--- src/rtl/assert_macros.svh ---
// Assertion macros shared by the RTL; define ASSERT_OFF to compile them out.
`ifndef ASSERT_MACROS_SVH
`define ASSERT_MACROS_SVH

`ifndef ASSERT_OFF

// Same-cycle implication, checked on every rising edge outside reset.
`define ASSERT_IMPLY(lbl, clk, rst, ante, cons, msg) \
  lbl: assert property (@(posedge clk) disable iff (rst) (ante) |-> (cons)) else $error(msg);

// Next-cycle implication, checked on every rising edge outside reset.
`define ASSERT_NEXT(lbl, clk, rst, ante, cons, msg) \
  lbl: assert property (@(posedge clk) disable iff (rst) (ante) |=> (cons)) else $error(msg);

`else

`define ASSERT_IMPLY(lbl, clk, rst, ante, cons, msg)
`define ASSERT_NEXT(lbl, clk, rst, ante, cons, msg)

`endif

`endif

--- src/rtl/ntsa_pkg.sv ---
// Types and constants of the neighbor table with sequence aging.
`timescale 1ns / 1ps

package ntsa_pkg;

  localparam int NEIGHBORS   = 8;
  localparam int IDX_W       = $clog2(NEIGHBORS);
  localparam int MAX_RESULTS = 8;
  localparam int CNT_W       = $clog2(MAX_RESULTS + 1);
  localparam int SLOT_W      = 3;
  localparam int SEQ_W       = 16;
  localparam int ADDR_W      = 32;

  localparam logic [SEQ_W-1:0] WINDOW_RESET = 16'd1024;

  localparam logic [1:0] CMD_REGISTER = 2'd0;
  localparam logic [1:0] CMD_ADVANCE  = 2'd1;
  localparam logic [1:0] CMD_LIST     = 2'd2;

  typedef struct packed {
    logic [1:0]        command;
    logic [SEQ_W-1:0]  reply_seq;
    logic [ADDR_W-1:0] node_addr;
  } request_t;

  typedef struct packed {
    logic              has_data;
    logic [ADDR_W-1:0] neighbor_addr;
    logic [SLOT_W-1:0] slot;
    logic              shifted;
    logic [SEQ_W-1:0]  seq_value;
    logic              last;
  } result_t;

endpackage

--- src/rtl/neighbor_table_seq_aging.sv ---
// Neighbor table with sequence-number aging: top level.
`timescale 1ns / 1ps
`include "assert_macros.svh"

// Eight-slot neighbor table keyed by address, aged by a 16-bit sequence count.
// Input channel: request is transferred at a rising edge with start high and
// busy low. Commands: register neighbor, advance sequence, list live ones;
// the unused code is dropped with no result.
// Output channel: each result sits on result for exactly one cycle with
// result_valid high; the receiver cannot stall, so none is held back.
// result.last marks the final result of a command.
// Config: window_we/window_data write window at any edge (only while
// idle by contract). An entry is expired once its age reaches the window.
// Per command; register and list share one 16-bit subtractor, one slot a cycle:
//   advance  - result in the cycle after the transfer, busy never rises.
//   register - a reply-age step, then the slot scan from slot 0 until a hit;
//              with no hit the table shifts one slot a cycle from the top
//              down, and the new entry lands in slot 0.
//   list     - the slot scan, then a close step; results come out one slot
//              late so that the final one carries last.
// Reset clears the valid bits, the sequence count and the strobe, and loads
// the window with 1024; entry payload is not reset.
module neighbor_table_seq_aging
  import ntsa_pkg::*;
(
  input  logic             clk,
  input  logic             rst,
  input  logic             start,
  output logic             busy,
  input  request_t         request,
  output logic             result_valid,
  output result_t          result,
  input  logic             window_we,
  input  logic [SEQ_W-1:0] window_data
);

  typedef enum logic [2:0] {
    S_IDLE,
    S_REG_AGE,
    S_REG_SCAN,
    S_SHIFT,
    S_LIST_SCAN,
    S_LIST_END
  } state_t;

  state_t state;

  // table storage; valid bits reset, payload only meaningful when valid
  logic [NEIGHBORS-1:0] valid;
  logic [SEQ_W-1:0]     entry_seq  [NEIGHBORS];
  logic [ADDR_W-1:0]    entry_addr [NEIGHBORS];

  logic [SEQ_W-1:0]     cur_seq;
  logic [SEQ_W-1:0]     window;
  request_t             req_q;
  logic [SEQ_W-1:0]     reply_age;
  logic [IDX_W-1:0]     idx;

  // one-deep hold for list results, so last can be set on the final one
  logic                 pend_valid;
  logic [ADDR_W-1:0]    pend_addr;
  logic [IDX_W-1:0]     pend_slot;
  logic [CNT_W-1:0]     cnt;

  // single read port and the shared subtractor
  logic [IDX_W-1:0]     rd_idx;
  logic                 rd_valid;
  logic [SEQ_W-1:0]     rd_seq;
  logic [ADDR_W-1:0]    rd_addr;
  logic [SEQ_W-1:0]     sub_b;
  logic [SEQ_W-1:0]     diff;
  logic                 is_expired;
  logic                 is_live;
  logic                 reg_hit;
  logic                 idx_at_end;

  // single write port
  logic                 wr_en;
  logic                 wr_vbit;
  logic [IDX_W-1:0]     wr_idx;
  logic [SEQ_W-1:0]     wr_seq;
  logic [ADDR_W-1:0]    wr_addr;

  assign busy = (state != S_IDLE);

  // shifting copies slot idx-1 into slot idx
  assign rd_idx   = (state == S_SHIFT) ? (idx - 1'b1) : idx;
  assign rd_valid = valid[rd_idx];
  assign rd_seq   = entry_seq[rd_idx];
  assign rd_addr  = entry_addr[rd_idx];

  // age = current - seq, mod 2^16; first pass ages the reply itself
  assign sub_b      = (state == S_REG_AGE) ? req_q.reply_seq : rd_seq;
  assign diff       = cur_seq - sub_b;
  assign is_expired = (diff >= window);
  assign is_live    = rd_valid && !is_expired;
  assign reg_hit    = !rd_valid || is_expired ||
                      ((rd_addr == req_q.node_addr) && (diff > reply_age));
  assign idx_at_end = (idx == IDX_W'(NEIGHBORS - 1));

  always_comb begin
    wr_en   = 1'b0;
    wr_vbit = 1'b1;
    wr_idx  = idx;
    wr_seq  = req_q.reply_seq;
    wr_addr = req_q.node_addr;
    unique case (state)
      S_REG_SCAN: begin
        wr_en = reg_hit;
      end
      S_SHIFT: begin
        wr_en = 1'b1;
        if (idx != '0) begin
          wr_vbit = rd_valid;
          wr_seq  = rd_seq;
          wr_addr = rd_addr;
        end
      end
      default: begin
      end
    endcase
  end

  always_ff @(posedge clk) begin
    if (wr_en) begin
      entry_seq[wr_idx]  <= wr_seq;
      entry_addr[wr_idx] <= wr_addr;
    end
  end

  always_ff @(posedge clk) begin
    if (rst) begin
      state        <= S_IDLE;
      valid        <= '0;
      cur_seq      <= '0;
      window       <= WINDOW_RESET;
      result_valid <= 1'b0;
      result       <= '0;
      idx          <= '0;
      pend_valid   <= 1'b0;
      cnt          <= '0;
    end else begin
      result_valid <= 1'b0;
      if (window_we) begin
        window <= window_data;
      end
      if (wr_en) begin
        valid[wr_idx] <= wr_vbit;
      end
      unique case (state)
        S_IDLE: begin
          if (start) begin
            req_q      <= request;
            idx        <= '0;
            pend_valid <= 1'b0;
            cnt        <= '0;
            case (request.command)
              CMD_REGISTER: begin
                state <= S_REG_AGE;
              end
              CMD_ADVANCE: begin
                result       <= '{has_data: 1'b1, seq_value: cur_seq, last: 1'b1,
                                  default: '0};
                result_valid <= 1'b1;
                cur_seq      <= cur_seq + 1'b1;
              end
              CMD_LIST: begin
                state <= S_LIST_SCAN;
              end
              default: begin
              end
            endcase
          end
        end
        S_REG_AGE: begin
          reply_age <= diff;
          state     <= S_REG_SCAN;
        end
        S_REG_SCAN: begin
          if (reg_hit) begin
            result       <= '{has_data: 1'b1, slot: SLOT_W'(idx), last: 1'b1,
                              default: '0};
            result_valid <= 1'b1;
            state        <= S_IDLE;
          end else if (idx_at_end) begin
            state <= S_SHIFT;
          end else begin
            idx <= idx + 1'b1;
          end
        end
        S_SHIFT: begin
          if (idx != '0) begin
            idx <= idx - 1'b1;
          end else begin
            result       <= '{has_data: 1'b1, shifted: 1'b1, last: 1'b1,
                              default: '0};
            result_valid <= 1'b1;
            state        <= S_IDLE;
          end
        end
        S_LIST_SCAN: begin
          if (is_live) begin
            if (pend_valid) begin
              result       <= '{has_data: 1'b1, neighbor_addr: pend_addr,
                                slot: SLOT_W'(pend_slot), default: '0};
              result_valid <= 1'b1;
            end
            pend_valid <= 1'b1;
            pend_addr  <= rd_addr;
            pend_slot  <= idx;
            cnt        <= cnt + 1'b1;
          end
          if (idx_at_end || (is_live && (cnt == CNT_W'(MAX_RESULTS - 1)))) begin
            state <= S_LIST_END;
          end else begin
            idx <= idx + 1'b1;
          end
        end
        S_LIST_END: begin
          if (pend_valid) begin
            result <= '{has_data: 1'b1, neighbor_addr: pend_addr,
                        slot: SLOT_W'(pend_slot), last: 1'b1, default: '0};
          end else begin
            result <= '{last: 1'b1, default: '0};
          end
          result_valid <= 1'b1;
          state        <= S_IDLE;
        end
        default: begin
          state <= S_IDLE;
        end
      endcase
    end
  end

  // advance answers in the next cycle with the count from before the step
  `ASSERT_NEXT(a_advance_result, clk, rst,
    start && !busy && (request.command == CMD_ADVANCE),
    result_valid && result.last && (result.seq_value == $past(cur_seq)),
    "advance did not return the pre-increment sequence")
  // a shifted table is always written at slot 0
  `ASSERT_IMPLY(a_shift_slot0, clk, rst,
    result_valid && result.shifted,
    result.slot == '0,
    "shifted register result not on slot 0")
  // a non-final result means the command is still running
  `ASSERT_IMPLY(a_more_follows, clk, rst,
    result_valid && !result.last,
    busy,
    "non-final result with the block idle")
  // the unused command code is dropped silently
  `ASSERT_NEXT(a_unused_cmd, clk, rst,
    start && !busy && (request.command != CMD_REGISTER) &&
      (request.command != CMD_ADVANCE) && (request.command != CMD_LIST),
    !result_valid && !busy,
    "unused command produced activity")

endmodule

--- config.mk ---
export PLATFORM = sky130hd
export DESIGN_NAME = neighbor_table_seq_aging
export DESIGN_NICKNAME = d
export VERILOG_FILES = /design/src/rtl/ntsa_pkg.sv /design/src/rtl/neighbor_table_seq_aging.sv
export VERILOG_INCLUDE_DIRS = /design/src /design/src/rtl
export SDC_FILE = /design/constraint.sdc
export NUM_CORES = 1
export LEC_CHECK = 0
export ABC_AREA = 1
export BUFFER_PORTS_ARGS = -buffer_cell sky130_fd_sc_hd__buf_2
export CORE_MARGIN = 5
export CORE_UTILIZATION = 40
export CTS_BUF_LIST = sky130_fd_sc_hd__clkbuf_16
export CTS_CLUSTER_SIZE = 20
export DETAILED_ROUTE_END_ITERATION = 12
export SLEW_MARGIN = 20
export SYNTH_ARGS = -nofsm -noshare
export SYNTH_HDL_FRONTEND = slang
export SYNTH_SLANG_ARGS = --single-unit
--- constraint.sdc ---
create_clock -name clk -period 18.08 [get_ports clk]
set_input_delay 5.424 -clock clk [delete_from_list [all_inputs] [get_ports clk]]
set_output_delay 5.424 -clock clk [all_outputs]
set_load 0.005 [all_outputs]
# Word level (Yosys, flattened, before mapping)
# Memories as Yosys holds them, arrays and structs flattened.
# Index checks and enable logic that the tools add are counted.
# classes
addsub,5
n_mul,0
div_mod_pow,0
n_lt_le_gt_ge,5
n_eq_ne,23
shifts,0
n_mux,50
n_bitwise,1
n_reduce_logical,24
# op_table
cell,n
54-bit two-way mux,7
54-bit case mux with 5 select lines,1
32-bit two-way mux,2
16-bit two-way mux,3
3-bit two-way mux,11
32-bit == test,1
"2-bit != test, second input constant",9
"16-bit by 1-bit adder with 16-bit output, second input constant",1
16-bit >= comparator,1
16-bit greater-than comparator,1
16-bit subtractor,1
3-bit case mux with 5 select lines,1
1-bit two-way mux,14
3-bit case mux with 4 select lines,1
3-bit AND reduction,4
"3-bit == test, second input constant",3
8-bit bitwise mux,1
"3-bit by 4-bit < comparator with 1-bit output, second input constant",2
4-bit two-way mux,2
4-bit case mux with 2 select lines,1
7-bit AND reduction,1
"3-bit by 2-bit == test with 1-bit output, second input constant",2
3-bit case mux with 2 select lines,1
6-bit AND reduction,1
other kinds (27),36
# word_totals
regBits,205
latchBits,0
ram_bits,384
romBits,0
inputBits,70
output_inout_bits,56
n_memories,2
# memory_table
name,depth,width,rd,rd_clocked_by_memory_dff,wr,line,text
entry_addr,8,32,1,0,1,neighbor_table_seq_aging.sv:51,logic [ADDR_W-1:0] entry_addr [NEIGHBORS];
entry_seq,8,16,1,0,1,neighbor_table_seq_aging.sv:50,logic [SEQ_W-1:0] entry_seq [NEIGHBORS];

# Logic depth before layout (Yosys ltp)
# Gate-level depths: netlist (run 1).
# An unclocked memory read counts as a cell.
# logic_depth
depth_word,12
mapped_depth,47

# Worst setup path before layout (run 1)
# OpenSTA, ideal clock, no wires.
# synth_path
path_type,input to register
startpoint,in rst
endpoint,reg req_q[0] (netlist name) (enable)
t_arrival_ps,7867
required_ps,17626
slack_ps,9760
stages,3
n_path_buf,2
cell_sequence,clkbuf_1 > clkbuf_1 > nor2_1
# synth_via
elab_chain_len,2
# synth_lines
item,line,text
"start, declared",neighbor_table_seq_aging.sv:27,"input logic rst,"
1-bit NOT (no source line),n/a,
3-bit AND reduction (no source line),n/a,
"end signal, assigned",neighbor_table_seq_aging.sv:153,req_q <= request;
"end, declared",neighbor_table_seq_aging.sv:55,request_t req_q;
# No other way between the ends.
# A chain may end at the register's enable or synchronous reset.

# Worst setup path after layout (run 1)
# layout_path
startpoint,reg idx[0]
endpoint,reg result[53] (netlist name)
# layout_via
elab_chain_len,10
# layout_lines
item,line,text
"start, declared",neighbor_table_seq_aging.sv:57,logic [IDX_W-1:0] idx;
"start signal, assigned",neighbor_table_seq_aging.sv:188,idx <= idx + 1'b1;
"start signal, assigned",neighbor_table_seq_aging.sv:193,idx <= idx - 1'b1;
"start signal, assigned",neighbor_table_seq_aging.sv:216,idx <= idx + 1'b1;
3-bit by 1-bit subtractor with 3-bit output,neighbor_table_seq_aging.sv:87,assign rd_idx = (state == S_SHIFT) ? (idx - 1'b1) : idx;
3-bit two-way mux (*),neighbor_table_seq_aging.sv:87,
memory 8 x 16 bit (*),n/a,
16-bit two-way mux (*),neighbor_table_seq_aging.sv:93,assign sub_b = (state == S_REG_AGE) ? req_q.reply_seq : rd_seq;
16-bit subtractor (*),neighbor_table_seq_aging.sv:94,assign diff = cur_seq - sub_b;
net diff[15],neighbor_table_seq_aging.sv:71,logic [SEQ_W-1:0] diff;
16-bit >= comparator or 16-bit greater-than comparator (tied branches),"neighbor_table_seq_aging.sv:95, neighbor_table_seq_aging.sv:98",
1-bit logical OR (tied with other cells),neighbor_table_seq_aging.sv:97,assign reg_hit = !rd_valid || is_expired ||
1-bit logical OR or 1-bit logical AND (tied branches),"neighbor_table_seq_aging.sv:97, neighbor_table_seq_aging.sv:96",
2-bit != test (no source line),n/a,
7-bit AND reduction (no source line) (*),n/a,
"end signal, assigned",neighbor_table_seq_aging.sv:162,"result <= '{has_data: 1'b1, seq_value: cur_seq, last: 1'b1,"
"end signal, assigned",neighbor_table_seq_aging.sv:181,"result <= '{has_data: 1'b1, slot: SLOT_W'(idx), last: 1'b1,"
"end signal, assigned",neighbor_table_seq_aging.sv:195,"result <= '{has_data: 1'b1, shifted: 1'b1, last: 1'b1,"
"end, declared",neighbor_table_seq_aging.sv:32,"output result_t result,"
# Mark *: on every way through the listed nets, which the timed path passes. The rest lies on a longest branch. The select of a mux whose other input is x is not followed.

==> results of run 1 <==
cell usage in the layout, fill, tap and decap left out, types with 68 or more instances in the layout:
cell type,count
sky130_fd_sc_hd__a21oi_1,142
sky130_fd_sc_hd__buf_2,125
sky130_fd_sc_hd__dfxtp_1,106
sky130_fd_sc_hd__nand2_1,531
sky130_fd_sc_hd__nand3_1,178
sky130_fd_sc_hd__clkbuf_16,68
sky130_fd_sc_hd__inv_1,217
sky130_fd_sc_hd__nor2_1,251
sky130_fd_sc_hd__o21ai_0,195
sky130_fd_sc_hd__edfxtp_1,483
report_power, final:
part,internal [mW],switching (mW)
clock,0.760,0.546
combinational,0.187,0.417
sequential,1.52,0.0237
total,2.46,0.987
how the worst max path moves through the flow:
stage / to / slack, ps / cells after the start
6_report: result[53]$_SDFFE_PP0P_ / 9050 / 39
5_1_grt: result[53]$_SDFFE_PP0P_ / 8140 / 39
4_1_cts: result[53]$_SDFFE_PP0P_ / 9180 / 34
3_5_place_dp: result[53]$_SDFFE_PP0P_ / 9220 / 34
3_3_place_gp: entry_addr[6][30]$_DFFE_PP_ / 9580 / 38
2_1_floorplan: req_q[0]$_DFFE_PP_ / 9760 / 3
synthesized netlist by cell type, types with 6 or more instances:
cell type                    n  area share
sky130_fd_sc_hd__o21ai_0   195       0.038
sky130_fd_sc_hd__nand3b_1    7      0.0020
sky130_fd_sc_hd__buf_2      25      0.0048
sky130_fd_sc_hd__o21ai_1    10      0.0019
sky130_fd_sc_hd__a31oi_1    11      0.0027
sky130_fd_sc_hd__nand3_1   178       0.035
sky130_fd_sc_hd__or2_2      39      0.0095
sky130_fd_sc_hd__nand2_1   533       0.078
sky130_fd_sc_hd__buf_4      12      0.0035
sky130_fd_sc_hd__inv_1     212       0.031
sky130_fd_sc_hd__a221oi_1   24      0.0081
sky130_fd_sc_hd__ha_1       56       0.027
sky130_fd_sc_hd__nand4_1    13      0.0032
sky130_fd_sc_hd__buf_1      15      0.0022
sky130_fd_sc_hd__xor2_1     14      0.0048
sky130_fd_sc_hd__a21boi_0   38       0.011
sky130_fd_sc_hd__nor3_1     12      0.0023
sky130_fd_sc_hd__dfxtp_1   106       0.082
sky130_fd_sc_hd__nand2_2     6      0.0015
sky130_fd_sc_hd__clkbuf_1   63      0.0092
sky130_fd_sc_hd__o221ai_1    6      0.0020
sky130_fd_sc_hd__nor2_1    254       0.037
sky130_fd_sc_hd__a21oi_1   142       0.028
sky130_fd_sc_hd__edfxtp_1  483        0.56
per-layer routing:
metal  routed length, um  track usage  up-vias
li1                    -            -     8765
met1               31570       0.2786     8803
met2               30430       0.2964      576
met3                4097      0.02673       97
met4                1557      0.05287        0
met5                   0            0        -
worst reg2reg max path, delay by kind of cell, from the launching register on:
kind | cells | cell delay (ps)
simple gates | 15 | 2940
xor+xnor | 1 | 290
fa+ha+maj | 3 | 1140
flops | 1 | 460
buf+inv | 4 | 1300
compound gates | 16 | 2730
registers in the layout, indices dropped and copies added (netlist names):
name,count
entry_addr,256
pend_valid,1
idx,3
reply_age,16
pend_slot,3
state,3
valid,8
entry_seq,128
pend_addr,32
cnt,4
window,16
cur_seq,16
result_valid,1
req_q,48
result,54
kinds of logic (layout without fill, tap and decap cells):
logic type,after synthesis,count (layout),synth area share
adder cells (fa/ha/maj),57,57,0.02793
flip-flops,589,589,0.6443
buffers and inverters,339,489,0.05319
AND/OR/NAND/NOR,1060,1060,0.1741
XOR/XNOR,17,17,0.005771
AO/OA/AOI/OAI,437,437,0.09470
cell type report:
type | instances | area share
inverters | 221 | 0.02876
clock inverters | 53 | 0.01425
clock buffers | 68 | 0.05804
repair buffers | 147 | 0.02697
flip-flops and latches | 589 | 0.5671
well taps | 855 | 0.03649
multi-input cells | 1571 | 0.2684
metrics by stage:
step,total power [mW],utilization
6_report,3.449,0.4564
5_1_grt,3.623,0.4564
4_1_cts,3.484,0.4564
3_5_place_dp,2.170,0.4234
3_3_place_gp,2.156,0.4234
2_1_floorplan,1.983,-
==> impl_metrics.xml, run 1 <==
<?xml version="1.0" encoding="UTF-8"?>
<metrics>
  <group name="status">
    <metric name="status" unit="">finished, final reports clean</metric>
  </group>
  <group name="global_routing">
    <metric name="antenna_violations_before_repair" unit="">1</metric>
    <metric name="grt_remaining_overflow" unit="">0</metric>
    <metric name="grt_first_pass_wirelength" unit="um">104600</metric>
    <metric name="grt_max_degree" unit="">135</metric>
    <metric name="track_usage" unit="">0.1895</metric>
    <metric name="number_of_global_route_vias_before_repair" unit="">17680</metric>
  </group>
  <group name="sta">
    <metric name="final.setup.worst_slack" unit="ps">9053</metric>
    <metric name="fmax" unit="GHz">0.1108</metric>
    <metric name="tightestPinTransition" unit="ps">1007</metric>
    <metric name="final.hold.worst_slack" unit="ps">465.2</metric>
    <metric name="final.period_utilization" unit="">0.4993</metric>
    <metric name="timing.setup.tns" unit="ps">0</metric>
    <metric name="setup_repair_after_global_routing_missed_its_margin" unit="">false</metric>
    <metric name="timing.clock.skew" unit="ps">29.19</metric>
    <metric name="relSlewSlack" unit="">0.3288</metric>
    <metric name="hold_violations" unit="">0</metric>
    <metric name="finalSetupViolCount" unit="">0</metric>
    <metric name="finalWorstPathRequiredPeriod" unit="ps">9027</metric>
    <metric name="drv_slew" unit="">0</metric>
  </group>
  <group name="placed_design">
    <metric name="placedCellCount" unit="">3383</metric>
    <metric name="dp_hpwl" unit="um">39950</metric>
    <metric name="placed_area" unit="um^2">27200</metric>
    <metric name="gp_congestion" unit="">0.8408</metric>
    <metric name="detailedPlace.worstSlack" unit="ps">9224</metric>
    <metric name="io_buffer_count" unit="">125</metric>
  </group>
  <group name="worst_hold_path">
    <metric name="worstHoldPathType" unit="">flop to flop</metric>
    <metric name="min-delay-start" unit="">window[1]$_SDFFE_PP0P_</metric>
    <metric name="min_path_cells" unit="">2</metric>
    <metric name="end_point_of_the_most_critical_hold_path" unit="">window[1]$_SDFFE_PP0P_</metric>
  </group>
  <group name="clocking">
    <metric name="cts_tree" unit="">yes</metric>
    <metric name="setup_bufs_post_cts" unit="">0</metric>
    <metric name="worstSkewPairLatency" unit="ps">610</metric>
    <metric name="post_cts_hold_buffer_count" unit="">0</metric>
    <metric name="numClockSinks" unit="">589</metric>
    <metric name="cts_max_level" unit="">3</metric>
    <metric name="root_buffer" unit="">sky130_fd_sc_hd__clkbuf_16</metric>
    <metric name="worst_setup_hold_path_clk_slew" unit="ps">60</metric>
    <metric name="cts.repair.resized" unit="">0</metric>
    <metric name="ctsLongestPathBuffers" unit="">3</metric>
    <metric name="cts-buffers-inserted" unit="">67</metric>
  </group>
  <group name="synthesis">
    <metric name="dominantRegCellSynth" unit="">sky130_fd_sc_hd__edfxtp_1</metric>
    <metric name="postSynthNetCount" unit="">2626</metric>
    <metric name="proportion_of_synthesized_flip_flops_having_asynchronous_set_or_reset" unit="">0</metric>
    <metric name="synth-edff-count" unit="">483</metric>
    <metric name="synth-seq-cells" unit="">589</metric>
    <metric name="synth_cells" unit="">2499</metric>
    <metric name="synth_area_per_cell" unit="um^2">10.33</metric>
    <metric name="synth_area" unit="um^2">25800</metric>
    <metric name="synth_cell_type_count" unit="">46</metric>
    <metric name="yosysWarnings" unit="">0</metric>
    <metric name="seq_area_frac_synth" unit="">0.6443</metric>
  </group>
  <group name="floorplanning">
    <metric name="core_area" unit="um^2">64230</metric>
    <metric name="die_h" unit="um">264.0</metric>
    <metric name="io_pins" unit="">126</metric>
    <metric name="fp.dieArea" unit="um^2">69690</metric>
    <metric name="floorplan.rows" unit="">93</metric>
    <metric name="initial_utilization" unit="">0.4017</metric>
    <metric name="die_span_x" unit="um">264.0</metric>
  </group>
  <group name="setup_path">
    <metric name="crit_path_max_fanout" unit="">134</metric>
    <metric name="worst-endpoint-arrival" unit="ps">9470</metric>
    <metric name="timing.setup.critical_path_class" unit="">flop to flop</metric>
    <metric name="critical-path-slowest-cell" unit="">sky130_fd_sc_hd__nand2_8</metric>
    <metric name="worst_ep_required_time" unit="ps">18520</metric>
    <metric name="r2r-end" unit="">result[53]$_SDFFE_PP0P_</metric>
    <metric name="start_kind" unit="">flop</metric>
    <metric name="crit_path_max_incr_delay" unit="ps">910</metric>
    <metric name="critical_path.startpoint" unit="">idx[0]$_SDFFE_PP0P_</metric>
    <metric name="reg2reg_depth" unit="">39</metric>
    <metric name="cp_num_buf_inv" unit="">4</metric>
    <metric name="r2r_slack" unit="ps">9050</metric>
    <metric name="family_with_the_most_delay_on_the_worst_path" unit="">simple AND/OR/NAND/NOR gates</metric>
    <metric name="crit_path_end_kind" unit="">flop</metric>
    <metric name="timing.rr.start" unit="">idx[0]$_SDFFE_PP0P_</metric>
  </group>
  <group name="detailed_routing">
    <metric name="drt_wl_total" unit="um">67650</metric>
    <metric name="drt_pass1_iterations" unit="">5</metric>
    <metric name="detailedRoute.firstIterationViolations" unit="">1488</metric>
    <metric name="drc_violation_count_after_routing" unit="">0</metric>
    <metric name="vias_per_cell" unit="">5.206</metric>
    <metric name="wl_per_cell" unit="um">19.31</metric>
    <metric name="postRouteAntennaNets" unit="">0</metric>
    <metric name="dr_total_vias" unit="">18240</metric>
  </group>
  <group name="cells_and_area">
    <metric name="n_fill_cell" unit="">6034</metric>
    <metric name="finish.instance_area" unit="um^2">29320</metric>
    <metric name="flow.area_growth_from_synthesis" unit="%">13.62</metric>
    <metric name="antenna_diode_count" unit="">0</metric>
    <metric name="nets_final" unit="">2724</metric>
    <metric name="combined_area_of_the_multi_input_logic_cells" unit="um^2">7869</metric>
    <metric name="final-instance-count-excl-fill" unit="">3504</metric>
    <metric name="layout-drive-gt1-share" unit="">0.1212</metric>
    <metric name="area.sequential" unit="um^2">16630</metric>
  </group>
  <group name="job">
    <metric name="cap_viol_max_count" unit="">0</metric>
  </group>
  <group name="pwr">
    <metric name="static-leakage-power" unit="nW">11.42</metric>
    <metric name="power-per-cell-area" unit="nW/um^2">117.6</metric>
    <metric name="max-vdd-ir-drop" unit="V">0.00006114</metric>
  </group>
</metrics>
No activity file was read; power rests on OpenSTA's default activity.
==> run 2, diff against run 1 <==
Settings changed: ABC_AREA 1 to 0.
Clock period 18.08 ns to 9 ns, I/O delays scaled along.
==> impl_metrics.xml, run 2 <==
<?xml version="1.0" encoding="UTF-8"?>
<metrics>
  <group name="sta">
    <metric name="hold_violations" unit="">0</metric>
    <metric name="final.period_utilization" unit="">0.9507</metric>
    <metric name="final.setup.worst_slack" unit="ps">443.7</metric>
    <metric name="timing.setup.tns" unit="ps">0</metric>
    <metric name="tightestPinTransition" unit="ps">1093</metric>
    <metric name="setup_repair_after_global_routing_missed_its_margin" unit="">false</metric>
    <metric name="fmax" unit="GHz">0.1169</metric>
    <metric name="drv_slew" unit="">0</metric>
    <metric name="finalSetupViolCount" unit="">0</metric>
    <metric name="relSlewSlack" unit="">0.2635</metric>
    <metric name="finalWorstPathRequiredPeriod" unit="ps">8556</metric>
    <metric name="timing.clock.skew" unit="ps">32.77</metric>
  </group>
  <group name="global_routing">
    <metric name="number_of_global_route_vias_before_repair" unit="">14930</metric>
    <metric name="grt_first_pass_wirelength" unit="um">92690</metric>
    <metric name="grt_remaining_overflow" unit="">0</metric>
    <metric name="track_usage" unit="">0.1776</metric>
    <metric name="grt_max_degree" unit="">65</metric>
    <metric name="antenna_violations_before_repair" unit="">0</metric>
  </group>
  <group name="pwr">
    <metric name="overall_power" unit="mW">5.698</metric>
    <metric name="netSwitchingFraction" unit="">0.2263</metric>
    <metric name="max-vdd-ir-drop" unit="V">0.0001395</metric>
    <metric name="seq_power_share" unit="">0.527</metric>
    <metric name="cellInternalPower" unit="mW">4.409</metric>
    <metric name="combinationalPowerShare" unit="">0.065</metric>
    <metric name="power-per-cell-area" unit="nW/um^2">196.5</metric>
    <metric name="clock_power_share" unit="">0.408</metric>
    <metric name="static-leakage-power" unit="nW">10.41</metric>
    <metric name="power_switching" unit="mW">1.290</metric>
  </group>
  <group name="synthesis">
    <metric name="synth_top_cells_by_area" unit="">sky130_fd_sc_hd__edfxtp_1 (58%), sky130_fd_sc_hd__dfxtp_1 (8.4%), sky130_fd_sc_hd__mux4_2 (6.9%), sky130_fd_sc_hd__nand2_1 (3.3%), sky130_fd_sc_hd__mux2i_1 (2.9%)</metric>
    <metric name="yosysTopAreaCellShare" unit="">0.5769</metric>
    <metric name="yosysTopAreaCell" unit="">sky130_fd_sc_hd__edfxtp_1</metric>
    <metric name="synth_area" unit="um^2">25140</metric>
    <metric name="postSynthNetCount" unit="">1890</metric>
    <metric name="post-synth-top-count-cell" unit="">sky130_fd_sc_hd__edfxtp_1</metric>
    <metric name="dominantRegCellSynth" unit="">sky130_fd_sc_hd__edfxtp_1</metric>
    <metric name="yosysWarnings" unit="">0</metric>
    <metric name="synth_commonest_cells" unit="">sky130_fd_sc_hd__edfxtp_1 (483), sky130_fd_sc_hd__nand2_1 (218), sky130_fd_sc_hd__dfxtp_1 (106), sky130_fd_sc_hd__o21ai_0 (104), sky130_fd_sc_hd__nor2_1 (94)</metric>
    <metric name="synth_cell_type_count" unit="">71</metric>
    <metric name="synth_cells" unit="">1763</metric>
    <metric name="synth-seq-cells" unit="">589</metric>
    <metric name="proportion_of_synthesized_flip_flops_having_asynchronous_set_or_reset" unit="">0</metric>
    <metric name="synth-edff-count" unit="">483</metric>
    <metric name="seq_area_frac_synth" unit="">0.6613</metric>
    <metric name="synth_area_per_cell" unit="um^2">14.26</metric>
  </group>
  <group name="setup_path">
    <metric name="critical-path-slowest-cell" unit="">sky130_fd_sc_hd__or4_1</metric>
    <metric name="start_kind" unit="">flop</metric>
    <metric name="crit_path_max_incr_delay" unit="ps">540</metric>
    <metric name="crit_path_max_fanout" unit="">21</metric>
    <metric name="worst_ep_required_time" unit="ps">9490</metric>
    <metric name="critical_path.startpoint" unit="">idx[0]$_SDFFE_PP0P_</metric>
    <metric name="reg2reg_depth" unit="">35</metric>
    <metric name="timing.rr.start" unit="">idx[0]$_SDFFE_PP0P_</metric>
    <metric name="worst-endpoint-arrival" unit="ps">9050</metric>
    <metric name="timing.critical_path.mode_cell" unit="">sky130_fd_sc_hd__a21oi_2</metric>
    <metric name="crit_path_end_kind" unit="">flop</metric>
    <metric name="timing.setup.critical_path_class" unit="">flop to flop</metric>
  </group>
  <group name="clocking">
    <metric name="ctsLongestPathBuffers" unit="">3</metric>
    <metric name="cts_max_level" unit="">2</metric>
    <metric name="cts_tree" unit="">yes</metric>
    <metric name="worstSkewPairLatency" unit="ps">630</metric>
    <metric name="numClockSinks" unit="">589</metric>
    <metric name="post_cts_hold_buffer_count" unit="">0</metric>
    <metric name="worst_setup_hold_path_clk_slew" unit="ps">60</metric>
    <metric name="cts-buffers-inserted" unit="">60</metric>
    <metric name="root_buffer" unit="">sky130_fd_sc_hd__clkbuf_16</metric>
  </group>
  <group name="floorplanning">
    <metric name="fp.dieArea" unit="um^2">67970</metric>
    <metric name="initial_utilization" unit="">0.4015</metric>
    <metric name="die_span_x" unit="um">260.7</metric>
    <metric name="floorplan.rows" unit="">92</metric>
    <metric name="core_area" unit="um^2">62620</metric>
    <metric name="io_pins" unit="">126</metric>
    <metric name="die_h" unit="um">260.7</metric>
  </group>
  <group name="cells_and_area">
    <metric name="antenna_diode_count" unit="">0</metric>
    <metric name="post_route_core_utilization" unit="">0.4631</metric>
    <metric name="nets_final" unit="">2050</metric>
    <metric name="layout_common_cells" unit="">sky130_fd_sc_hd__edfxtp_1 (483), sky130_fd_sc_hd__nand2_1 (216), sky130_fd_sc_hd__buf_2 (125)</metric>
    <metric name="layout-drive-gt1-share" unit="">0.2082</metric>
    <metric name="registers.top_by_ff_count" unit="">entry_addr</metric>
    <metric name="n_fill_cell" unit="">5531</metric>
    <metric name="combined_area_of_the_multi_input_logic_cells" unit="um^2">8038</metric>
    <metric name="layout_commonest_cell" unit="">sky130_fd_sc_hd__edfxtp_1</metric>
    <metric name="area.sequential" unit="um^2">16630</metric>
    <metric name="largest_register_ffs" unit="">256</metric>
    <metric name="flow.area_growth_from_synthesis" unit="%">15.33</metric>
    <metric name="top_regs" unit="">entry_addr x256, entry_seq x128, result x54</metric>
  </group>
  <group name="detailed_routing">
    <metric name="detailedRoute.firstIterationViolations" unit="">1237</metric>
    <metric name="postRouteAntennaNets" unit="">0</metric>
    <metric name="dr_total_vias" unit="">15210</metric>
    <metric name="drt_pass1_iterations" unit="">5</metric>
    <metric name="drt_wl_total" unit="um">61320</metric>
    <metric name="drc_violation_count_after_routing" unit="">0</metric>
    <metric name="vias_per_cell" unit="">5.392</metric>
    <metric name="wl_per_cell" unit="um">21.74</metric>
  </group>
  <group name="placed_design">
    <metric name="gp_congestion" unit="">0.8414</metric>
    <metric name="detailedPlace.worstSlack" unit="ps">36.40</metric>
    <metric name="io_buffer_count" unit="">125</metric>
    <metric name="dp_hpwl" unit="um">41330</metric>
  </group>
  <group name="status">
    <metric name="status" unit="">finished, final reports clean</metric>
  </group>
  <group name="worst_hold_path">
    <metric name="min_path_cells" unit="">2</metric>
    <metric name="worstHoldPathType" unit="">flop to flop</metric>
    <metric name="min-delay-start" unit="">result[3]$_SDFFE_PP0P_</metric>
  </group>
  <group name="job">
    <metric name="cap_viol_max_count" unit="">0</metric>
  </group>
</metrics>
-- run 2: logic make-up (layout without fill, tap and decap cells) --
logic type	Yosys count	count (layout)	share of synthesized area
buffers and inverters	149	360	0.02528
xor gates and xnor gates	55	55	0.02065
DFF	589	589	0.6613
adders and majority gates	57	57	0.02867
AOI/OAI and AO/OA	262	262	0.06624
and+or+nand+nor	481	481	0.08938
muxes	170	170	0.1085
-- run 2: final cells by class --
type	instances	area share
Sequential cell	589	0.5736
Inverter	64	0.008414
Clock buffer	60	0.05178
Timing Repair Buffer	183	0.04091
Multi-Input combinational cell	1025	0.2772
Tap cell	846	0.03650
Clock inverter	53	0.01161
-- run 2: power groups by stage --
stage	Sequential, mW	Clock (mW)	Combinational, mW
4_1_cts	3.00	2.39	0.370
2_1_floorplan	3.05	0	0.252
6_report	3.00	2.33	0.370
5_1_grt	3.00	2.50	0.413
3_3_place_gp	3.06	0	0.361
3_5_place_dp	3.06	0	0.369
-- run 2: path summary, 6_finish.rpt --
| path | endpoint | slack (ps) |
|---|---|---|
| setup / recovery | valid[3]$_SDFFE_PP0P_ | 440 |
| hold / removal | result[3]$_SDFFE_PP0P_ | 450 |
| setup reg to reg | valid[3]$_SDFFE_PP0P_ | 440 |
| hold reg to reg | result[3]$_SDFFE_PP0P_ | 450 |
-- run 2: worst max-delay path, delay by kind of cell, from the launching register on --
family / cells / cell delay, ps
compound gates: 14 / 2550
simple gates: 9 / 2250
mux: 4 / 1190
buf+inv: 4 / 910
fa+ha+maj: 3 / 890
flops: 1 / 470
xor+xnor: 1 / 170
-- run 2: repair_timing --
action / CTS / global route
hold endpoints to repair: 0 / 0
endpoints found under the setup margin: 1 / 441
pin swaps: 1 / 5
setup buffers: 0 / 14
cloned: 0 / 1
gates resized for setup: 0 / 7
-- run 2: metrics by stage --
stage | hold slack (ps) | area, um^2 | cells
3_5_place_dp | 444.6 | 26980 | 2692
5_1_grt | 468.2 | 29000 | 2820
2_1_floorplan | 437.9 | 25430 | 1763
6_report | 451.6 | 29000 | 2820
3_3_place_gp | 441.2 | 26980 | 2692
4_1_cts | 453.5 | 28820 | 2805
-- run 2: layer usage --
layer | GRT usage | routed length (um)
met5 | 0 | 0
met3 | 0.02777 | 3777
met4 | 0.04403 | 1051
met2 | 0.2753 | 27890
met1 | 0.2644 | 28600
==> run 3, diff against run 2 <==
Clock period 9 ns to 11.01 ns, I/O delays scaled along.
==> impl_metrics.xml, run 3 (synthesis results as in run 2) <==
<?xml version="1.0" encoding="UTF-8"?>
<metrics>
  <group name="floorplanning">
    <metric name="fp.dieArea" unit="um^2">67970</metric>
    <metric name="die_span_x" unit="um">260.7</metric>
    <metric name="io_pins" unit="">126</metric>
    <metric name="floorplan.rows" unit="">92</metric>
    <metric name="initial_utilization" unit="">0.4015</metric>
    <metric name="die_h" unit="um">260.7</metric>
    <metric name="core_area" unit="um^2">62620</metric>
  </group>
  <group name="status">
    <metric name="status" unit="">finished, final reports clean</metric>
  </group>
  <group name="setup_path">
    <metric name="worst-endpoint-arrival" unit="ps">10530</metric>
    <metric name="family_with_the_most_delay_on_the_worst_path" unit="">compound AO/OA/AOI/OAI gates</metric>
    <metric name="r2r-end" unit="">valid[5]$_SDFFE_PP0P_</metric>
    <metric name="crit_path_max_incr_delay" unit="ps">580</metric>
    <metric name="crit_path_end_kind" unit="">flop</metric>
    <metric name="critical-path-slowest-cell" unit="">sky130_fd_sc_hd__dfxtp_1</metric>
    <metric name="timing.critical_path.mode_cell" unit="">sky130_fd_sc_hd__a21oi_1</metric>
    <metric name="worst_ep_required_time" unit="ps">11530</metric>
    <metric name="reg2reg_depth" unit="">34</metric>
    <metric name="r2r_slack" unit="ps">1000</metric>
    <metric name="start_kind" unit="">flop</metric>
    <metric name="timing.rr.start" unit="">state[0]$_SDFFE_PP0P_</metric>
    <metric name="timing.setup.critical_path_class" unit="">flop to flop</metric>
    <metric name="cp_num_buf_inv" unit="">3</metric>
    <metric name="crit_path_max_fanout" unit="">35</metric>
  </group>
  <group name="pwr">
    <metric name="max-vdd-ir-drop" unit="V">0.0001277</metric>
    <metric name="power-per-cell-area" unit="nW/um^2">167.4</metric>
    <metric name="static-leakage-power" unit="nW">10.27</metric>
  </group>
  <group name="cells_and_area">
    <metric name="flow.area_growth_from_synthesis" unit="%">14.80</metric>
    <metric name="largest_register_ffs" unit="">256</metric>
    <metric name="layout_commonest_cell" unit="">sky130_fd_sc_hd__edfxtp_1</metric>
    <metric name="nets_final" unit="">2021</metric>
    <metric name="layout-drive-gt1-share" unit="">0.1973</metric>
    <metric name="top_regs" unit="">entry_addr x256, entry_seq x128, result x54</metric>
    <metric name="layout_common_cells" unit="">sky130_fd_sc_hd__edfxtp_1 (483), sky130_fd_sc_hd__nand2_1 (216), sky130_fd_sc_hd__buf_2 (125)</metric>
    <metric name="registers.top_by_ff_count" unit="">entry_addr</metric>
    <metric name="n_fill_cell" unit="">5554</metric>
  </group>
  <group name="clocking">
    <metric name="setup_bufs_post_cts" unit="">0</metric>
    <metric name="cts_tree" unit="">yes</metric>
    <metric name="root_buffer" unit="">sky130_fd_sc_hd__clkbuf_16</metric>
    <metric name="cts_max_level" unit="">2</metric>
    <metric name="cts.repair.resized" unit="">0</metric>
    <metric name="ctsLongestPathBuffers" unit="">3</metric>
    <metric name="numClockSinks" unit="">589</metric>
    <metric name="worstSkewPairLatency" unit="ps">640</metric>
    <metric name="post_cts_hold_buffer_count" unit="">0</metric>
    <metric name="worst_setup_hold_path_clk_slew" unit="ps">60</metric>
    <metric name="cts-buffers-inserted" unit="">60</metric>
  </group>
  <group name="detailed_routing">
    <metric name="postRouteAntennaNets" unit="">0</metric>
    <metric name="vias_per_cell" unit="">5.334</metric>
    <metric name="drt_pass1_iterations" unit="">5</metric>
    <metric name="drt_wl_total" unit="um">59910</metric>
    <metric name="wl_per_cell" unit="um">21.45</metric>
    <metric name="dr_total_vias" unit="">14900</metric>
    <metric name="drc_violation_count_after_routing" unit="">0</metric>
    <metric name="detailedRoute.firstIterationViolations" unit="">1257</metric>
  </group>
  <group name="sta">
    <metric name="tightestPinTransition" unit="ps">1044</metric>
    <metric name="drv_slew" unit="">0</metric>
    <metric name="setup_repair_after_global_routing_missed_its_margin" unit="">false</metric>
    <metric name="timing.setup.tns" unit="ps">0</metric>
    <metric name="hold_violations" unit="">0</metric>
    <metric name="finalWorstPathRequiredPeriod" unit="ps">10010</metric>
    <metric name="relSlewSlack" unit="">0.2998</metric>
    <metric name="final.hold.worst_slack" unit="ps">447.6</metric>
    <metric name="final.period_utilization" unit="">0.9092</metric>
    <metric name="fmax" unit="GHz">0.09990</metric>
    <metric name="finalSetupViolCount" unit="">0</metric>
    <metric name="timing.clock.skew" unit="ps">26.25</metric>
  </group>
  <group name="global_routing">
    <metric name="track_usage" unit="">0.1737</metric>
    <metric name="grt_max_degree" unit="">109</metric>
    <metric name="grt_remaining_overflow" unit="">0</metric>
    <metric name="number_of_global_route_vias_before_repair" unit="">14900</metric>
    <metric name="antenna_violations_before_repair" unit="">1</metric>
    <metric name="grt_first_pass_wirelength" unit="um">90700</metric>
  </group>
  <group name="placed_design">
    <metric name="dp_hpwl" unit="um">38700</metric>
    <metric name="gp_congestion" unit="">0.8146</metric>
    <metric name="io_buffer_count" unit="">125</metric>
  </group>
  <group name="worst_hold_path">
    <metric name="min_path_cells" unit="">2</metric>
    <metric name="min-delay-start" unit="">result[2]$_SDFFE_PP0P_</metric>
    <metric name="end_point_of_the_most_critical_hold_path" unit="">result[2]$_SDFFE_PP0P_</metric>
    <metric name="worstHoldPathType" unit="">flop to flop</metric>
  </group>
  <group name="job">
    <metric name="cap_viol_max_count" unit="">0</metric>
  </group>
</metrics>
run 3: cell count changes in the layout (fill, tap and decap cells not counted), sizes merged:
cell / change
clkbuf: -1
clkinvlp: +5
buf: -28
inv: -7
clkinv: -2
diode: +1
bufinv: +5
run 3: stage by stage:
step | util | area, um^2 | instances | setup slack (ps) | total power [mW]
detailed placement | 0.4279 | 26800 | 2677 | 1046 | 2.794
global placement | 0.4279 | 26800 | 2677 | 1372 | 2.788
finish | 0.4609 | 28860 | 2793 | 999.7 | 4.831
CTS | 0.4605 | 28840 | 2791 | 996.0 | 4.882
floorplan | - | 25140 | 1763 | 72.90 | 2.690
global route | 0.4609 | 28860 | 2792 | 193.5 | 5.009
run 3: worst register-to-register path: cells and delay by family, from the launching register on:
family,cells,cell delay (ps)
compound gates,14,2930
xor+xnor,1,220
fa+ha+maj,2,640
buf+inv,3,1290
flops,1,580
mux,4,1540
simple gates,10,2710
run 3: how the worst max path moves through the flow:
stage,startpoint,end,cells past startpoint
4_1_cts,state[2]$_SDFFE_PP0P_,valid[5]$_SDFFE_PP0P_,35
5_1_grt,state[2]$_SDFFE_PP0P_,valid[5]$_SDFFE_PP0P_,34
3_3_place_gp,state[2]$_SDFFE_PP0P_,valid[5]$_SDFFE_PP0P_,35
3_5_place_dp,state[2]$_SDFFE_PP0P_,valid[1]$_SDFFE_PP0P_,35
6_report,state[0]$_SDFFE_PP0P_,valid[5]$_SDFFE_PP0P_,34
2_1_floorplan,idx[0]$_SDFFE_PP0P_,valid[0]$_SDFFE_PP0P_,38
run 3: layer usage:
layer | vias to the layer above | share of wire | GRT usage
li1 | 6932 | - | -
met1 | 7434 | 0.46 | 0.2559
met2 | 445 | 0.45 | 0.2639
met3 | 85 | 0.068 | 0.03338
met4 | 2 | 0.023 | 0.05092
met5 | - | 0.00012 | 0
run 3: cell type report:
type                            instances  area (um^2)  share of cell area
Multi-Input combinational cell       1025         7988              0.2768
Sequential cell                       589        16630              0.5761
Inverter                               64        240.2            0.008324
Clock inverter                         54        539.3             0.01868
Tap cell                              846         1059             0.03668
Timing Repair Buffer                  154        905.9             0.03139
Antenna cell                            1        2.502          0.00008670
Clock buffer                           60         1501             0.05202
run 3: where the power goes:
part | switching [mW] | internal (mW)
clock | 0.890 | 1.19
sequential | 0.0207 | 2.43
combinational | 0.187 | 0.104
